`src/hw/rtl/dtfp_pkg.sv`:
```
`timescale 1ns / 1ps
// dtfp_pkg: shared types, character codes and the power-of-ten table
// for the decimal text to fixed point parser; no dependencies
package dtfp_pkg;

   localparam int CHAR_W              = 8;
   localparam int MANT_W              = 64;
   localparam int FDIG_W              = 5;
   localparam int VAL_W               = 48;
   localparam int QUO_W               = VAL_W + 1;
   localparam int FRAC_BITS_DEF       = 16;
   localparam int MAX_FRAC_DIGITS_DEF = 18;
   localparam int POW10_MAX           = 19;

   localparam logic [CHAR_W-1:0] CH_MINUS = 8'h2D;
   localparam logic [CHAR_W-1:0] CH_POINT = 8'h2E;
   localparam logic [CHAR_W-1:0] CH_ZERO  = 8'h30;
   localparam logic [CHAR_W-1:0] CH_NINE  = 8'h39;
   localparam logic [3:0]        DIGIT_MASK = 4'hF;

   localparam logic [QUO_W-1:0] MAG_LIMIT = QUO_W'(1) << (VAL_W - 1);

   localparam logic [MANT_W-1:0] POW10 [0:POW10_MAX] = '{
      64'd1, 64'd10, 64'd100, 64'd1000, 64'd10000, 64'd100000,
      64'd1000000, 64'd10000000, 64'd100000000, 64'd1000000000,
      64'd10000000000, 64'd100000000000, 64'd1000000000000,
      64'd10000000000000, 64'd100000000000000, 64'd1000000000000000,
      64'd10000000000000000, 64'd100000000000000000,
      64'd1000000000000000000, 64'd10000000000000000000
   };

   function automatic logic [MANT_W-1:0] pow10(input logic [FDIG_W-1:0] k);
      logic [FDIG_W-1:0] idx;
      idx = (k > FDIG_W'(POW10_MAX)) ? FDIG_W'(POW10_MAX) : k;
      return POW10[idx];
   endfunction

   typedef struct packed {
      logic accept;
      logic start_div;
      logic step_div;
      logic load_out;
   } cmd_type;

   typedef struct packed {
      logic is_term;
   } sts_type;

endpackage

```
`src/hw/rtl/dtfp_if.sv`:
```
`timescale 1ns / 1ps
// dtfp_if: valid/ready channels for character beats and result beats
// depends on dtfp_pkg
interface dtfp_req_if;
   logic                         valid;
   logic                         ready;
   logic [dtfp_pkg::CHAR_W-1:0]  char_code;

   modport source (output valid, output char_code, input ready);
   modport sink   (input valid, input char_code, output ready);
endinterface

interface dtfp_rsp_if;
   logic                               valid;
   logic                               ready;
   logic signed [dtfp_pkg::VAL_W-1:0]  fixed_value;
   logic                               overflow;

   modport source (output valid, output fixed_value, output overflow, input ready);
   modport sink   (input valid, input fixed_value, input overflow, output ready);
endinterface

```
`src/hw/rtl/dtfp_datapath.sv`:
```
`timescale 1ns / 1ps
// dtfp_datapath: parse registers, bit-serial restoring divider and result register
// depends on dtfp_pkg; driven by dtfp_ctrl commands
module dtfp_datapath #(
   parameter int MAX_FRAC_DIGITS = dtfp_pkg::MAX_FRAC_DIGITS_DEF
) (
   input  logic                              clock,
   input  logic                              reset,
   input  dtfp_pkg::cmd_type                 cmd,
   output dtfp_pkg::sts_type                 sts,
   input  logic [dtfp_pkg::CHAR_W-1:0]       char_code,
   output logic signed [dtfp_pkg::VAL_W-1:0] fixed_value,
   output logic                              overflow
);

   localparam int MW = dtfp_pkg::MANT_W;
   localparam int FW = dtfp_pkg::FDIG_W;
   localparam int VW = dtfp_pkg::VAL_W;
   localparam int QW = dtfp_pkg::QUO_W;

   logic          start_ff, start_in;
   logic          neg_ff, neg_in;
   logic          point_ff, point_in;
   logic [MW-1:0] mant_ff, mant_in;
   logic [FW-1:0] fdig_ff, fdig_in;
   logic          movf_ff, movf_in;

   logic [MW-1:0] dvd_ff, dvd_in;
   logic [MW-1:0] dsr_ff, dsr_in;
   logic [MW-1:0] rem_ff, rem_in;
   logic [QW-1:0] quo_ff, quo_in;
   logic          stk_ff, stk_in;
   logic          dneg_ff, dneg_in;
   logic          dmovf_ff, dmovf_in;

   logic [VW-1:0] val_ff, val_in;
   logic          ovf_ff, ovf_in;

   logic          is_digit, is_point, lead_minus, frac_full;
   logic [MW+3:0] mant_x10;
   logic [MW:0]   rem_sh, rem_sub;
   logic          ge;
   logic          big;

   // character classes
   always_comb begin
      is_digit   = char_code inside {[dtfp_pkg::CH_ZERO:dtfp_pkg::CH_NINE]};
      is_point   = (char_code == dtfp_pkg::CH_POINT);
      lead_minus = start_ff && (char_code == dtfp_pkg::CH_MINUS);
      frac_full  = point_ff && (fdig_ff >= FW'(MAX_FRAC_DIGITS));
      sts.is_term = !lead_minus && !is_digit && !is_point;
   end

   // mantissa * 10 + digit, shift and add
   assign mant_x10 = ({4'd0, mant_ff} << 3) + ({4'd0, mant_ff} << 1)
                   + (MW+4)'(char_code[3:0] & dtfp_pkg::DIGIT_MASK);

   always_comb begin
      start_in = start_ff;
      neg_in   = neg_ff;
      point_in = point_ff;
      mant_in  = mant_ff;
      fdig_in  = fdig_ff;
      movf_in  = movf_ff;
      if (cmd.accept) begin
         start_in = 1'b0;
         if (lead_minus) begin
            neg_in = 1'b1;
         end else if (is_digit) begin
            if (!frac_full) begin
               if (point_ff) begin
                  fdig_in = fdig_ff + FW'(1);
               end
               if (movf_ff || (mant_x10[MW+3:MW] != 4'd0)) begin
                  mant_in = '1;
                  movf_in = 1'b1;
               end else begin
                  mant_in = mant_x10[MW-1:0];
               end
            end
         end else if (is_point) begin
            point_in = 1'b1;
         end else begin
            // terminator: rearm
            start_in = 1'b1;
            neg_in   = 1'b0;
            point_in = 1'b0;
            mant_in  = '0;
            fdig_in  = '0;
            movf_in  = 1'b0;
         end
      end
   end

   always_ff @(posedge clock) begin
      if (reset) begin
         start_ff <= 1'b1;
         neg_ff   <= 1'b0;
         point_ff <= 1'b0;
         mant_ff  <= '0;
         fdig_ff  <= '0;
         movf_ff  <= 1'b0;
      end else begin
         start_ff <= start_in;
         neg_ff   <= neg_in;
         point_ff <= point_in;
         mant_ff  <= mant_in;
         fdig_ff  <= fdig_in;
         movf_ff  <= movf_in;
      end
   end

   // one quotient bit per step over mantissa bits then FRAC_BITS zero bits
   always_comb begin
      rem_sh  = {rem_ff, dvd_ff[MW-1]};
      rem_sub = rem_sh - {1'b0, dsr_ff};
      ge      = (rem_sh >= {1'b0, dsr_ff});
      dvd_in   = dvd_ff;
      dsr_in   = dsr_ff;
      rem_in   = rem_ff;
      quo_in   = quo_ff;
      stk_in   = stk_ff;
      dneg_in  = dneg_ff;
      dmovf_in = dmovf_ff;
      if (cmd.start_div) begin
         dvd_in   = mant_ff;
         dsr_in   = dtfp_pkg::pow10(fdig_ff);
         rem_in   = '0;
         quo_in   = '0;
         stk_in   = 1'b0;
         dneg_in  = neg_ff;
         dmovf_in = movf_ff;
      end else if (cmd.step_div) begin
         dvd_in = {dvd_ff[MW-2:0], 1'b0};
         rem_in = ge ? rem_sub[MW-1:0] : rem_sh[MW-1:0];
         quo_in = {quo_ff[QW-2:0], ge};
         stk_in = stk_ff | quo_ff[QW-1];
      end
   end

   // saturation and sign
   always_comb begin
      big    = stk_ff || (quo_ff > dtfp_pkg::MAG_LIMIT);
      ovf_in = dmovf_ff;
      if (dneg_ff) begin
         if (big) begin
            val_in = dtfp_pkg::MAG_LIMIT[VW-1:0];
            ovf_in = 1'b1;
         end else begin
            val_in = VW'(0) - quo_ff[VW-1:0];
         end
      end else begin
         if (big || (quo_ff > (dtfp_pkg::MAG_LIMIT - QW'(1)))) begin
            val_in = VW'(dtfp_pkg::MAG_LIMIT - QW'(1));
            ovf_in = 1'b1;
         end else begin
            val_in = quo_ff[VW-1:0];
         end
      end
   end

   always_ff @(posedge clock) begin
      dvd_ff   <= dvd_in;
      dsr_ff   <= dsr_in;
      rem_ff   <= rem_in;
      quo_ff   <= quo_in;
      stk_ff   <= stk_in;
      dneg_ff  <= dneg_in;
      dmovf_ff <= dmovf_in;
      if (cmd.load_out) begin
         val_ff <= val_in;
         ovf_ff <= ovf_in;
      end
   end

   assign fixed_value = signed'(val_ff);
   assign overflow    = ovf_ff;

endmodule

```
`src/hw/rtl/dtfp_ctrl.sv`:
```
`timescale 1ns / 1ps
// dtfp_ctrl: sequencer for character beats, divider steps and result hand-off
// depends on dtfp_pkg
module dtfp_ctrl #(
   parameter int FRAC_BITS = dtfp_pkg::FRAC_BITS_DEF
) (
   input  logic              clock,
   input  logic              reset,
   input  logic              req_valid,
   output logic              req_ready,
   output logic              rsp_valid,
   input  logic              rsp_ready,
   input  dtfp_pkg::sts_type sts,
   output dtfp_pkg::cmd_type cmd
);

   localparam int DIV_STEPS = dtfp_pkg::MANT_W + FRAC_BITS;
   localparam int CW        = $clog2(DIV_STEPS);

   localparam logic [1:0] S_IDLE = 2'd0;
   localparam logic [1:0] S_DIV  = 2'd1;
   localparam logic [1:0] S_LOAD = 2'd2;

   logic [1:0]    state_ff, state_in;
   logic [CW-1:0] cnt_ff, cnt_in;
   logic          rsp_valid_ff, rsp_valid_in;
   logic          last_step;

   assign last_step = (cnt_ff == CW'(DIV_STEPS - 1));

   always_comb begin
      req_ready     = (state_ff == S_IDLE);
      cmd.accept    = req_valid && req_ready;
      cmd.start_div = cmd.accept && sts.is_term;
      cmd.step_div  = (state_ff == S_DIV);
      cmd.load_out  = (state_ff == S_LOAD) && (!rsp_valid_ff || rsp_ready);

      state_in = state_ff;
      cnt_in   = cnt_ff;
      case (state_ff)
         S_IDLE: begin
            if (cmd.start_div) begin
               state_in = S_DIV;
               cnt_in   = '0;
            end
         end
         S_DIV: begin
            cnt_in = cnt_ff + CW'(1);
            if (last_step) begin
               state_in = S_LOAD;
            end
         end
         S_LOAD: begin
            if (cmd.load_out) begin
               state_in = S_IDLE;
            end
         end
         default: begin
            state_in = S_IDLE;
         end
      endcase

      if (cmd.load_out) begin
         rsp_valid_in = 1'b1;
      end else if (rsp_ready) begin
         rsp_valid_in = 1'b0;
      end else begin
         rsp_valid_in = rsp_valid_ff;
      end
   end

   always_ff @(posedge clock) begin
      if (reset) begin
         state_ff     <= S_IDLE;
         cnt_ff       <= '0;
         rsp_valid_ff <= 1'b0;
      end else begin
         state_ff     <= state_in;
         cnt_ff       <= cnt_in;
         rsp_valid_ff <= rsp_valid_in;
      end
   end

   assign rsp_valid = rsp_valid_ff;

endmodule

```
`src/hw/rtl/decimal_text_to_fixed_point.sv`:
```
`timescale 1ns / 1ps
// decimal_text_to_fixed_point: ascii decimal number stream to signed fixed point
// depends on dtfp_pkg, dtfp_if, dtfp_ctrl, dtfp_datapath
//
//   channel   dir   handshake            payload
//   req_bus   in    valid / ready        char_code[7:0]
//   rsp_bus   out   valid / ready        fixed_value[47:0] signed, overflow
//
// digit, point and leading minus beats are accepted without leaving the idle state
// a terminating beat starts a 64 + FRAC_BITS step restoring divider, one
// quotient bit per cycle; req ready stays low through the divide and load
// states, longer if the previous result is still held
// the result register lets character beats continue while rsp is stalled
// synchronous active-high reset rearms the parser and empties rsp
module decimal_text_to_fixed_point #(
   parameter int FRAC_BITS       = dtfp_pkg::FRAC_BITS_DEF,
   parameter int MAX_FRAC_DIGITS = dtfp_pkg::MAX_FRAC_DIGITS_DEF
) (
   input  logic        clock,
   input  logic        reset,
   dtfp_req_if.sink    req_bus,
   dtfp_rsp_if.source  rsp_bus
);

   dtfp_pkg::cmd_type cmd;
   dtfp_pkg::sts_type sts;

   dtfp_ctrl #(
      .FRAC_BITS (FRAC_BITS)
   ) u_ctrl (
      .clock     (clock),
      .reset     (reset),
      .req_valid (req_bus.valid),
      .req_ready (req_bus.ready),
      .rsp_valid (rsp_bus.valid),
      .rsp_ready (rsp_bus.ready),
      .sts       (sts),
      .cmd       (cmd)
   );

   dtfp_datapath #(
      .MAX_FRAC_DIGITS (MAX_FRAC_DIGITS)
   ) u_dp (
      .clock       (clock),
      .reset       (reset),
      .cmd         (cmd),
      .sts         (sts),
      .char_code   (req_bus.char_code),
      .fixed_value (rsp_bus.fixed_value),
      .overflow    (rsp_bus.overflow)
   );

endmodule

```
`src/flat_wrapper.sv`:
```
// flat-port wrapper written by rule: the top's interface ports become plain ports
module decimal_text_to_fixed_point_flat 
#(
   parameter int FRAC_BITS       = dtfp_pkg::FRAC_BITS_DEF,
   parameter int MAX_FRAC_DIGITS = dtfp_pkg::MAX_FRAC_DIGITS_DEF
)
  (clock, reset, req_bus_valid, req_bus_char_code, req_bus_ready, rsp_bus_valid, rsp_bus_fixed_value, rsp_bus_overflow, rsp_bus_ready);
  dtfp_req_if req_bus_i ();
  dtfp_rsp_if rsp_bus_i ();
  input  logic clock;
  input  logic reset;
  input wire logic [$bits(req_bus_i.valid)-1:0] req_bus_valid;
  input wire logic [$bits(req_bus_i.char_code)-1:0] req_bus_char_code;
  output wire logic [$bits(req_bus_i.ready)-1:0] req_bus_ready;
  output wire logic [$bits(rsp_bus_i.valid)-1:0] rsp_bus_valid;
  output wire logic [$bits(rsp_bus_i.fixed_value)-1:0] rsp_bus_fixed_value;
  output wire logic [$bits(rsp_bus_i.overflow)-1:0] rsp_bus_overflow;
  input wire logic [$bits(rsp_bus_i.ready)-1:0] rsp_bus_ready;
  assign req_bus_i.valid = req_bus_valid;
  assign req_bus_i.char_code = req_bus_char_code;
  assign req_bus_ready = req_bus_i.ready;
  assign rsp_bus_valid = rsp_bus_i.valid;
  assign rsp_bus_fixed_value = rsp_bus_i.fixed_value;
  assign rsp_bus_overflow = rsp_bus_i.overflow;
  assign rsp_bus_i.ready = rsp_bus_ready;
  decimal_text_to_fixed_point #(.FRAC_BITS(FRAC_BITS), .MAX_FRAC_DIGITS(MAX_FRAC_DIGITS)) u_core (.clock(clock), .reset(reset), .req_bus(req_bus_i), .rsp_bus(rsp_bus_i));
endmodule
```
`config.mk`:
```
export PLATFORM = sky130hd
export DESIGN_NAME = decimal_text_to_fixed_point_flat
export DESIGN_NICKNAME = d
export VERILOG_FILES = /design/src/hw/rtl/dtfp_pkg.sv /design/src/hw/rtl/dtfp_if.sv /design/src/hw/rtl/dtfp_datapath.sv /design/src/hw/rtl/dtfp_ctrl.sv /design/src/hw/rtl/decimal_text_to_fixed_point.sv /design/src/flat_wrapper.sv
export SDC_FILE = /design/constraint.sdc
export NUM_CORES = 1
export LEC_CHECK = 0
export BUFFER_PORTS_ARGS = -buffer_cell sky130_fd_sc_hd__buf_2
export CAP_MARGIN = 20
export CELL_PAD_IN_SITES_DETAIL_PLACEMENT = 1
export CELL_PAD_IN_SITES_GLOBAL_PLACEMENT = 1
export CORE_UTILIZATION = 46
export CTS_BUF_LIST = sky130_fd_sc_hd__clkbuf_4 sky130_fd_sc_hd__clkbuf_8
export CTS_CLUSTER_DIAMETER = 200
export DETAILED_ROUTE_END_ITERATION = 10
export PLACE_DENSITY_LB_ADDON = 0.15
export SYNTH_ARGS = -nofsm -noshare
export SYNTH_HDL_FRONTEND = slang
export SYNTH_HIERARCHICAL = 1
export SYNTH_SLANG_ARGS = --single-unit
```
`constraint.sdc`:
```
create_clock -name clock -period 5.3 [get_ports clock]
set_input_delay 0.795 -clock clock [delete_from_list [all_inputs] [get_ports clock]]
set_output_delay 0.795 -clock clock [all_outputs]
set_load 0.02 [all_outputs]
```
Word-level counts from Yosys, hierarchy flattened

Memories as Yosys holds them, arrays and structs flattened. A register that Yosys moved wholly into a read port is not among the register bits.
Index checks and enable logic that the tools add are counted.

Flip-flop bits (word level): 312
ROM bits: 2048
Input port bits: 12
Output and inout port bits: 51
Word-level logic and storage cells: 113
Memories kept: 1

Memory list:

| name            | words | width | rd ports | clocked after Yosys merged registers in | wr ports | line           | RTL |
|---|---|---|---|---|---|---|---|
| (no name shown) | 32    | 64    | 1        | 1                                       | 0        | dtfp_pkg.sv:35 | `return POW10[idx];` |

$add $sub $neg: 6
Order comparisons: 7
Eq/ne operators: 14
Muxes and demuxes: 36
Bitwise logic cells: 4
Reductions and logical operators: 28

Operators with widths:

| kind                  | number |
|---|---|
| $mux 64               | 7 |
| $mux 48               | 3 |
| $add 67x65->68        | 1 |
| $add 68x4->68         | 1 |
| $ge 65x64->1          | 1 |
| $sub 64x64->64        | 1 |
| $gt 49x47->1 const B  | 1 |
| $gt 49x48->1 const B  | 1 |
| $sub 1x48->48 const A | 1 |
| $mux 5                | 5 |
| $eq 8x6->1 const B    | 2 |
| $mux 1                | 15 |
| $pmux 7 s2            | 1 |
| $ne 2x1->1 const B    | 5 |
| $reduce_and 5->1      | 2 |
| $reduce_and 3->1      | 3 |
| $ge 8x6->1 const B    | 1 |
| $le 8x6->1 const B    | 1 |
| $logic_and 1x1->1     | 8 |
| $ne 2x2->1 const B    | 4 |
| $add 7x1->7 const B   | 1 |
| $eq 7x7->1 const B    | 1 |
| $mux 7                | 1 |
| $mux 2                | 3 |
| 16 further kinds      | 25 |

Logic depth before layout (Yosys ltp)

Depth in word-level cells: 8
Depth in mapped cells: 16
Gate-level depth less buffers: 14

Cells and area by module

The synthesis kept the hierarchy.

By module, submodules not included:

| module        | times used | cells an instance | area each (sq um) | sequential area each (sq um) |
|---|---|---|---|---|
| dtfp_datapath | 1          | 2777              | 24023.0           | 8818.5 |
| dtfp_ctrl     | 1          | 60                | 518.0             | 200.2 |

Least setup slack after synthesis

No wires, ideal clock.

Path kind: input to register
From: input req_bus_char_code[5]
To: register u_core.u_dp.dvd_ff[0] (enable)
Library setup time: 0.418 ns
Data arrival time: 4.832 ns
Required time: 4.882 ns
Path slack: 0.050 ns
Cell stages on the path: 12
Path buffers: 4
Cell sequence: nor3b_1 -> nand3_1 -> o21ai_0 -> nor2_1 -> nand4bb_1 -> buf_2 -> inv_1 -> clkbuf_1 -> clkbuf_1 -> nor2_1 -> clkbuf_1 -> inv_1

RTL lines:

| element                | line                 | RTL |
|---|---|---|
| start: declaration     | flat_wrapper.sv:13   | `input wire logic [$bits(req_bus_i.char_code)-1:0] req_bus_char_code;` |
| end signal: assignment | dtfp_datapath.sv:163 | `dvd_ff <= dvd_in;` |
| end: declaration       | dtfp_datapath.sv:28  | `logic [MW-1:0] dvd_ff, dvd_in;` |

Worst setup path after layout

From: register u_core.u_dp.dsr_ff[28]
To: register u_core.u_dp.rem_ff[27]

Longest elaborated chain between the ends: 2

RTL lines:

| element                | line                 | RTL |
|---|---|---|
| start: declaration     | dtfp_datapath.sv:29  | `logic [MW-1:0] dsr_ff, dsr_in;` |
| $ge 65x64->1           | dtfp_datapath.sv:117 | `ge = (rem_sh >= {1'b0, dsr_ff});` |
| $mux 64                | dtfp_datapath.sv:135 | `rem_in = ge ? rem_sub[MW-1:0] : rem_sh[MW-1:0];` |
| end signal: assignment | dtfp_datapath.sv:165 | `rem_ff <= rem_in;` |
| end: declaration       | dtfp_datapath.sv:30  | `logic [MW-1:0] rem_ff, rem_in;` |

No other way between the ends.
A chain may end at the register's enable or synchronous reset.

==> metrics <==
GP Congestion=0.901; root buffer cell=clkbuf_8; GR met2 Demand/Resource=0.449; synthesized area per cell=8.65 µm²; fin. max-slew vios=0; area grow syn2layout=9.12%; Pwr Density=352 mW/mm²; CP cell instances=inv_1 -> ha_1 -> a21oi_1 -> o21ai_0 -> a221oi_1 -> o21ai_0 -> and2_1 -> a311oi_1 -> o21ba_2 -> buf_4 -> nand2_1 -> a311oi_1; Final setup violation count=0; Synth top cells by count=nand2_1 (327), nor2_1 (251), o21ai_0 (218); leak pwr=0.0112 µW; port bufs=62; Synth Register Bits=roughly 370; Worst path slowest cell=o21ba_2; post-CTS resize count=0; final hold viol count=0; Detailed Route WL=approximately 73000 µm; DRT iter0 DRCs=1159; final non-filler cell total=3559; Synth Warn #=6; minimum clock period=4.70 ns; Fmax=213 MHz; grt peak-use layer=met2; Setup TNS Final=0 ns; Hold Crit Class=input port to flop; Main synth FF type=dfxtp_1; sw frac=0.355; Final nets=3030; clock sink total=about 370; Syn Inst Count=about 2800; routed vias/inst=5.98; syn_nets=3051; worst slew pin tran=1.08 ns; sequential share of power=0.362; DR pass1 iterations=5; Inst Count DP=3433; GRT met3 Usage=0.0400; crit path max fanout=40; ant diodes=0; top post-synthesis cells by area=edfxtp_1 (21%), dfxtp_1 (16%), ha_1 (10%); Post-synth EDFFs=169; I/O pin count=63; Layout Utilization=0.509; Worst slew margin=0.275; largest net degree at the start of global routing=95; DR WL/cell=20.6 µm; combinational share of power=0.323; initial antenna violation count=0; gr usage total=0.270; Crit path required time=5.83 ns; clk_skew=0.0343 ns; Fill cells=6131; outcome=completed; first-pass GRT wire length=117000 µm; Distinct cells, synth=82; worst vdd rail ir drop=0.000248 V; Tcrit/Tclk final=0.886; DRC Markers=0; number of cell rows=84; Max Cap Viol=0; vias in the first global route=21900; post-DP HPWL=53400 µm; antenna viol nets, final=0; initial core utilization=0.466; Worst Path Arrival=5.23 ns; post-CTS setup buffer count=0; Setup Crit Path Kind=flop to flop; CTS buffer count=69; Worst-path clk slew=0.06 ns; grt total ovfl=0; crit-path max cell delay=0.87 ns; CP startpoint kind=flop; met1 Use GR=0.348; Int Power=6080 µW; layout cells sized above 1=0.109; Worst-Skew Late Latency=0.66 ns; Core Region=about 0.053 mm²; CP Capture Type=flop; mapped cell area=~0.025 mm²; top-area cell type share of the netlist area=0.207; clock power share=0.315; CTS Hold Bufs=0; Die X=between 200 and 250 µm; switching power=3350 µW; clk buf depth=3; post-synthesis sequential area ratio=0.367; count leader, synth=nand2_1; Yosys top cell by area=edfxtp_1; Vias=21300; RSZ-0062 raised after global routing=no; power after layout=9430 µW; H-tree Lvls=3; CTS tree=yes; FFs w/ async S/R, synth=0; Die Y-Extent=between 200 and 250 µm; die area=0.0543 mm²
## layout by cell type (no fill, tap or decap), types with 72 or more instances in the layout
cell	instances
nor2_1	250
a21oi_1	198
nor3_1	80
o21ai_0	218
xor2_1	72
nand2_1	327
inv_1	110
clkbuf_8	78
edfxtp_1	169
dfxtp_1	197
ha_1	199
## power groups by stage
stage | clock network, µW | registers, µW | logic (µW)
2_1_floorplan | 0 | 3400 | 2270
3_3_place_gp | 0 | 3460 | 2920
3_5_place_dp | 0 | 3470 | 3000
4_1_cts | 3060 | 3410 | 3030
5_1_grt | 3180 | 3440 | 3350
6_report | 2970 | 3420 | 3050
## cell type report
class                   instances  area (µm²)  share of cell area
flip-flops and latches        366        9020               0.337
clock inverters                28         244             0.00911
multi-input cells            2175       14400               0.538
clock buffers                  98        1220              0.0457
well taps                     688         861              0.0321
repair buffers                 91         578              0.0216
inverters                     113         437              0.0163
## cell families (layout without fill, tap and decap cells)
group                    after synthesis  count (layout)  synth area share
AO/OA/AOI/OAI                        781             781             0.203
XOR/XNOR                             139             139            0.0496
adder cells (fa/ha/maj)              202             202             0.104
buffers and inverters                296             330            0.0470
flip-flops                           366             366             0.367
multiplexers                         120             120            0.0523
AND/OR/NAND/NOR                      933             933             0.177
## final timing paths
kind                            endpoint  cells after the start  slack, ns                    from
setup reg to reg  u_core/u_dp/rem_ff[27]                     12       0.60  u_core/u_dp/dsr_ff[28]
setup / recovery  u_core/u_dp/rem_ff[27]                     12       0.60  u_core/u_dp/dsr_ff[28]
hold reg to reg   u_core/u_dp/rem_ff[62]                      2       0.49  u_core/u_dp/rem_ff[62]
hold / removal    u_core/u_dp/mant_ff[0]                      3       0.49    req_bus_char_code[0]
## state kept, by name (all words and copies together), names as in the netlist
name and count:
u_core/u_dp/start_ff 1, u_core/u_ctrl/state_ff 2, u_core/u_dp/point_ff 1, u_core/u_ctrl/rsp_valid 1
u_core/u_dp/mant_ff 64, u_core/u_dp/neg_ff 1, u_core/u_dp/dvd_ff 64, u_core/u_dp/rem_ff 64
u_core/u_dp/dmovf_ff 1, u_core/u_dp/stk_ff 1, u_core/u_dp/dsr_ff 54, u_core/u_dp/movf_ff 1
u_core/u_ctrl/cnt_ff 7, u_core/u_dp/fixed_value 48, u_core/u_dp/overflow 1, u_core/u_dp/quo_ff 49
u_core/u_dp/dneg_ff 1, u_core/u_dp/fdig_ff 5
## per-layer routing
layer,up-vias,share of wire
li1,10300,-
met1,10400,0.46
met2,389,0.47
met3,153,0.034
met4,0,0.038
met5,-,0
## per-stage QoR
step                hold WS (ns)  worst slack (ns)  instance area, µm²
floorplan                  0.402            0.0497               24500
global placement           0.466             0.614               25300
detailed placement         0.485             0.501               25300
CTS                        0.434             0.630               26800
global route               0.471             0.255               26800
finish                     0.485             0.602               26800
## worst max-delay path, delay by kind of cell (launching register included)
family	cells	cell delay [ns]
AO/OA/AOI/OAI	7	3.11
flip-flops	1	0.33
buffers and inverters	2	0.44
AND/OR/NAND/NOR	2	0.30
adder cells (fa/ha/maj)	1	0.41
Note: power is estimated with default switching activity, not from simulation.
